--- src/rtl/u8d_pkg.sv ---
// ----------------------------------------------------------------------------
// u8d_pkg: shared types for the UTF-8 byte stream decoder
// Result item layout and the per-byte decode step bundle.
// ----------------------------------------------------------------------------
package u8d_pkg;

  localparam int unsigned CP_W   = 31;
  localparam int unsigned PEND_W = 3;

  // One result item as it leaves the block.
  typedef struct packed {
    logic [CP_W-1:0] code_point;
    logic            bad_lead;
    logic            cut_short;
  } result_t;

  // Outcome of decoding one byte against the current state.
  typedef struct packed {
    logic              emit;
    result_t           res;
    logic [PEND_W-1:0] pending_next;
    logic [CP_W-1:0]   partial_next;
  } step_t;

endpackage

--- src/rtl/u8d_step.sv ---
// ----------------------------------------------------------------------------
// u8d_step: combinational decode of one text byte
// Classifies the byte, updates the pending count and partial value, and
// forms the result item when one is due.
// ----------------------------------------------------------------------------
module u8d_step
  import u8d_pkg::*;
(
  input  logic [7:0]        byte_val,
  input  logic [PEND_W-1:0] pending,
  input  logic [CP_W-1:0]   partial,
  output step_t             step
);

  logic [CP_W-1:0] shifted;

  assign shifted = {partial[CP_W-7:0], byte_val[5:0]};

  always_comb begin
    step.emit           = 1'b0;
    step.res.code_point = '0;
    step.res.bad_lead   = 1'b0;
    step.res.cut_short  = 1'b0;
    step.pending_next   = pending;
    step.partial_next   = partial;

    if (byte_val == 8'h00) begin
      // End of string: flush whatever sequence was left open.
      if (pending != '0) begin
        step.emit           = 1'b1;
        step.res.code_point = partial;
        step.res.cut_short  = 1'b1;
        step.pending_next   = '0;
        step.partial_next   = '0;
      end
    end else if (pending != '0) begin
      // Any nonzero byte counts as a continuation here.
      step.pending_next = pending - PEND_W'(1);
      if (pending == PEND_W'(1)) begin
        step.emit           = 1'b1;
        step.res.code_point = shifted;
        step.partial_next   = '0;
      end else begin
        step.partial_next = shifted;
      end
    end else begin
      unique case (byte_val) inside
        8'b0???????: begin
          step.emit           = 1'b1;
          step.res.code_point = CP_W'(byte_val);
        end
        8'b110?????: begin
          step.partial_next = CP_W'(byte_val[4:0]);
          step.pending_next = PEND_W'(1);
        end
        8'b1110????: begin
          step.partial_next = CP_W'(byte_val[3:0]);
          step.pending_next = PEND_W'(2);
        end
        8'b11110???: begin
          step.partial_next = CP_W'(byte_val[2:0]);
          step.pending_next = PEND_W'(3);
        end
        8'b111110??: begin
          step.partial_next = CP_W'(byte_val[1:0]);
          step.pending_next = PEND_W'(4);
        end
        8'b1111110?: begin
          step.partial_next = CP_W'(byte_val[0]);
          step.pending_next = PEND_W'(5);
        end
        default: begin
          // Stray continuation byte or 0xFE/0xFF: pass the raw byte on.
          step.emit           = 1'b1;
          step.res.code_point = CP_W'(byte_val);
          step.res.bad_lead   = 1'b1;
        end
      endcase
    end
  end

endmodule

--- src/rtl/u8d_out_reg.sv ---
// ----------------------------------------------------------------------------
// u8d_out_reg: result register of the decoder
// Holds one result item until the consumer takes it; reloads in the same
// cycle that the held item leaves.
// ----------------------------------------------------------------------------
module u8d_out_reg
  import u8d_pkg::*;
(
  input  logic    clk,
  input  logic    rst,
  input  logic    load,
  input  result_t load_res,
  output logic    room,
  output logic    hold_valid,
  output result_t hold_res,
  input  logic    take
);

  assign room = !hold_valid || take;

  always_ff @(posedge clk) begin
    if (rst) begin
      hold_valid <= 1'b0;
    end else if (room) begin
      hold_valid <= load;
    end
  end

  always_ff @(posedge clk) begin
    if (room && load) begin
      hold_res <= load_res;
    end
  end

endmodule

--- src/rtl/utf8_byte_stream_decoder.sv ---
// ----------------------------------------------------------------------------
// utf8_byte_stream_decoder: byte-serial UTF-8 decoder with six-byte forms
// Turns a stream of text bytes into code points, flagging bad leads and
// strings that end in the middle of a sequence.
// ----------------------------------------------------------------------------
//
//   Channel  Handshake              Payload
//   -------  ---------------------  ----------------------------------------
//   input    byte_valid/byte_ready  byte_in[7:0]
//   output   cp_valid/cp_ready      code_point[30:0], bad_lead, cut_short
//
// One byte is taken every cycle while the result side keeps up. A byte is
// registered in the input register, then the decode step and the state
// update happen on the way into the result register, from which the result
// shows on the outputs; a full result register can hold a byte back in the
// input register. The decode step is a single pass of shallow logic: a shift
// of six bits and a lead pattern match.
// Synchronous reset empties both registers and returns the decoder to idle.
// When the result register is full and not being taken, the input register
// holds its byte and byte_ready falls only if that register is also full.
//
module utf8_byte_stream_decoder
  import u8d_pkg::*;
(
  input  logic            clk,
  input  logic            rst,
  input  logic            byte_valid,
  output logic            byte_ready,
  input  logic [7:0]      byte_in,
  output logic            cp_valid,
  input  logic            cp_ready,
  output logic [CP_W-1:0] code_point,
  output logic            bad_lead,
  output logic            cut_short
);

  // Input register.
  logic       in_valid;
  logic [7:0] in_byte;

  // Decoder state: continuation bytes still expected and the value so far.
  logic [PEND_W-1:0] pending;
  logic [CP_W-1:0]   partial;

  step_t   step;
  result_t out_res;
  logic    out_room;
  logic    fire;

  // The held byte is decoded whenever the result register can take what it
  // produces; a byte that yields no result still has to wait its turn so the
  // state update stays in order.
  assign fire       = in_valid && out_room;
  assign byte_ready = !in_valid || fire;

  always_ff @(posedge clk) begin
    if (rst) begin
      in_valid <= 1'b0;
    end else if (byte_ready) begin
      in_valid <= byte_valid;
    end
  end

  always_ff @(posedge clk) begin
    if (byte_ready && byte_valid) begin
      in_byte <= byte_in;
    end
  end

  u8d_step u_step (
    .byte_val (in_byte),
    .pending  (pending),
    .partial  (partial),
    .step     (step)
  );

  always_ff @(posedge clk) begin
    if (rst) begin
      pending <= '0;
      partial <= '0;
    end else if (fire) begin
      pending <= step.pending_next;
      partial <= step.partial_next;
    end
  end

  u8d_out_reg u_out (
    .clk        (clk),
    .rst        (rst),
    .load       (fire && step.emit),
    .load_res   (step.res),
    .room       (out_room),
    .hold_valid (cp_valid),
    .hold_res   (out_res),
    .take       (cp_ready)
  );

  assign code_point = out_res.code_point;
  assign bad_lead   = out_res.bad_lead;
  assign cut_short  = out_res.cut_short;

`ifndef SYNTHESIS
  // Between sequences the partial value is always cleared.
  a_idle_clear: assert property (@(posedge clk) disable iff (rst)
    (pending == '0) |-> (partial == '0))
    else $error("partial value not cleared while idle");

  // A result is never both a raw bad lead and a cut-short flush.
  a_flags_excl: assert property (@(posedge clk) disable iff (rst)
    cp_valid |-> !(bad_lead && cut_short))
    else $error("bad_lead and cut_short both set");

  // A raw byte passed through is always in 0x80..0xFF.
  a_bad_range: assert property (@(posedge clk) disable iff (rst)
    (cp_valid && bad_lead) |-> (code_point[CP_W-1:8] == '0 && code_point[7]))
    else $error("bad lead value out of range");

  // A sequence cut short is missing at least one continuation: 25 bits max.
  a_cut_width: assert property (@(posedge clk) disable iff (rst)
    (cp_valid && cut_short) |-> (code_point[CP_W-1:25] == '0))
    else $error("cut-short value too wide");
`endif

endmodule
--- config.mk ---
export PLATFORM = sky130hd
export DESIGN_NAME = utf8_byte_stream_decoder
export DESIGN_NICKNAME = d
export VERILOG_FILES = /design/src/rtl/u8d_pkg.sv /design/src/rtl/u8d_step.sv /design/src/rtl/u8d_out_reg.sv /design/src/rtl/utf8_byte_stream_decoder.sv
export SDC_FILE = /design/constraint.sdc
export NUM_CORES = 1
export LEC_CHECK = 0
export BUFFER_PORTS_ARGS = -buffer_cell sky130_fd_sc_hd__buf_2
export CAP_MARGIN = 25
export CORE_MARGIN = 5
export CORE_UTILIZATION = 51
export DETAILED_ROUTE_END_ITERATION = 8
export PLACE_DENSITY = 0.71
export SKIP_CTS_REPAIR_TIMING = 1
export SLEW_MARGIN = 30
export SYNTH_ARGS = -nofsm -noshare
export SYNTH_HDL_FRONTEND = slang
export SYNTH_SLANG_ARGS = --single-unit
--- constraint.sdc ---
create_clock -name clk -period 2.6 [get_ports clk]
set_clock_uncertainty 0.05 [all_clocks]
set_input_delay 0.26 -clock clk [delete_from_list [all_inputs] [get_ports clk]]
set_output_delay 0.26 -clock clk [all_outputs]
set_load 0.01 [all_outputs]
==> impl_results.md <==
* Commonest cells post-synth: 41 x edfxtp_1, 38 x a21oi_1, 36 x dfxtp_1
* Power Density at 631 nW/µm²
* Ant. Diodes at 0
* Initial antenna violation count at 0
* Htree depth at 3
* Share of cells above drive strength 1 at 23.5%
* Final setup TNS at 0 ns
* Status: finished clean
* RSZ-0062 raised after global routing: false
* CP max FO at 26
* DP HPWL at 4680 µm
* Final hold violations at 0
* Grt ovf at 0
* Part of the Yosys area used for sequential elements at 60.2%
* Startpoint types: flip-flop
* Top cells by area, synth: edfxtp_1 38%, dfxtp_1 22%, a22o_1 7.3%
* DRT Pass-1 Iters at 5
* Clock Tree Root: clkbuf_8
* Synth Instances at 289
* Drt initial violations at 193
* Area growth from synthesis to layout at 13.6%
* Worst setup margin at 0.255 ns
* Worst-Skew Late Latency at 0.34 ns
* Worst setup EP type: flip-flop
* Initial Util at 51.6%
* Core region area at 6280 µm²
* Die Area at 8050 µm²
* Fmax at 426 MHz
* Antenna viol nets, final at 0
* Clk sink count at 77
* Synth unique cells at 41
* Max Slew Vio Count at 0
* Worst Path Arrival at 2.58 ns
* Post-synth top flop: edfxtp_1
* FP Rows at 29
* Flops & latches, synth at 77
* Max cap viols at 0
* Post-synth ARST share at 0%
* Die Ht at 89.7 µm
* WL per Instance at 17.1 µm
* Clk slew on worst S/H paths at 0.07 ns
* CTS tree: yes
* Residual DRC at 0
* Setup violators final at 0
* RD Place Congestion at 0.933
* Chip width at 89.7 µm
* Worst Tran Pin Value at 0.726 ns
* Pleak at 0.00131 µW
* Mean post-synth cell area at 11.2 µm²
* Drt via density at 6.13
* Clock Path Buffers at 2
* Drt total wl at 7120 µm
* Peak VDD IR at 0.000435 V
* Final min period at 2.35 ns
* PortBufs at 46
* Pre-CTS WS at 0.315 ns
* Worst Hold Class: primary input to flip-flop
* All-Layer GR Usage at 18.4%
* Mapped Area at 3240 µm²
* Largest net degree at the start of global routing at 28
* Setup CP Type: flip-flop to flip-flop
* I/O Pins at 47
* Period utilisation layout at 90.2%
* Slew headroom at 51.5%
* Vias in the first global route at 2465
* Largest area contributor in the netlist: edfxtp_1
* Nets at 350
* Number of synthesized flops with an enable pin at 41
* Yosys Warn Count at 0
* CP required at 2.83 ns
* Total CTS buffers at 9
* First-pass GRT wire length at 12200 µm
* Most common cell in the netlist: edfxtp_1
* Net Count, Synth at 304
* Via Count at 2555
* Post-synth top area share at 38.0%
[cells by family (layout without fill, tap and decap cells)]
logic type / Yosys count / count (layout) / synth area share, %
AOI/OAI and AO/OA: 95 / 95 / 20.1
and+or+nand+nor: 87 / 87 / 13.9
DFF: 77 / 77 / 60.2
buffers and inverters: 27 / 78 / 4.67
adders and majority gates: 3 / 3 / 1.16
[registers in the layout (all words and copies together) (netlist names)]
signal	cells
in_byte	8
in_valid	1
partial	31
pending	3
u_out.hold_res	33
u_out.hold_valid	1
[layout make-up]
type                            count  area (µm²)
Inverter                            6        22.5
Clock buffer                       14         153
Clock inverter                      2        12.5
Multi-Input combinational cell    185        1140
Sequential cell                    77        1950
Tap cell                           77        96.3
Fill cell                         558        2600
Timing Repair Buffer               56         305
[power breakdown]
| part | internal (µW) | total, µW | leakage [µW] | switching, µW |
|---|---|---|---|---|
| clock network | 373 | 787 | 0.0000807 | 413 |
| logic | 65.4 | 189 | 0.000541 | 123 |
| registers | 1320 | 1350 | 0.000687 | 25.1 |
[critical path, cell delays in order, from the launching register on]
cell and delay [ns]:
dfxtp_1 0.32, inv_1 0.07, ha_1 0.15, ha_1 0.24
nand2_1 0.10, or3_1 0.34, buf_4 0.18, a21oi_4 0.59
a22o_1 0.26
[routing by layer]
metal / global-route usage [%] / wire length [µm]
met2: 28.4 / 3440
met4: 8.82 / 180
met3: 3.67 / 509
met5: 0 / 0
met1: 24.7 / 2990
[cell usage in the layout, fill, tap and decap left out, drive strengths merged, types with 2 or more instances in the layout]
cell type and count:
buf 56, edfxtp 41, a21oi 39, dfxtp 36
nand2 31, a22o 31, nand3 26, clkbuf 14
o21ai 11, inv 6, nand4 5, nor2 5
and2 4, ha 3, and3 3, nor4 2
nor2b 2, nand2b 2, o211ai 2, o22ai 2
or4 2, o2111ai 2
[through the flow]
stage	power (µW)	cell area [µm²]	hold slack [ns]	instances	utilization, %
3_5_place_dp	1560	3510	0.389	401	56.0
3_3_place_gp	1560	3510	0.387	401	56.0
4_1_cts	2340	3680	0.0270	417	58.6
5_1_grt	2410	3680	0.0310	417	58.6
6_report	2320	3680	0.0408	417	58.6
2_1_floorplan	1490	3240	0.309	289	-
[worst paths after layout]
check | start | to | slack (ns) | cells past startpoint
worst max-delay path | pending[0]$_SDFFE_PP0P_ | partial[19]$_SDFFE_PP0P_ | 0.25 | 8
worst min-delay path | byte_in[3] | in_byte[3]$_DFFE_PP_ | 0.04 | 1
worst max register to register | pending[0]$_SDFFE_PP0P_ | partial[19]$_SDFFE_PP0P_ | 0.25 | 8
worst min register to register | pending[1]$_SDFFE_PP0P_ | pending[1]$_SDFFE_PP0P_ | 0.43 | 2
No activity file was read; power rests on OpenSTA's default activity.
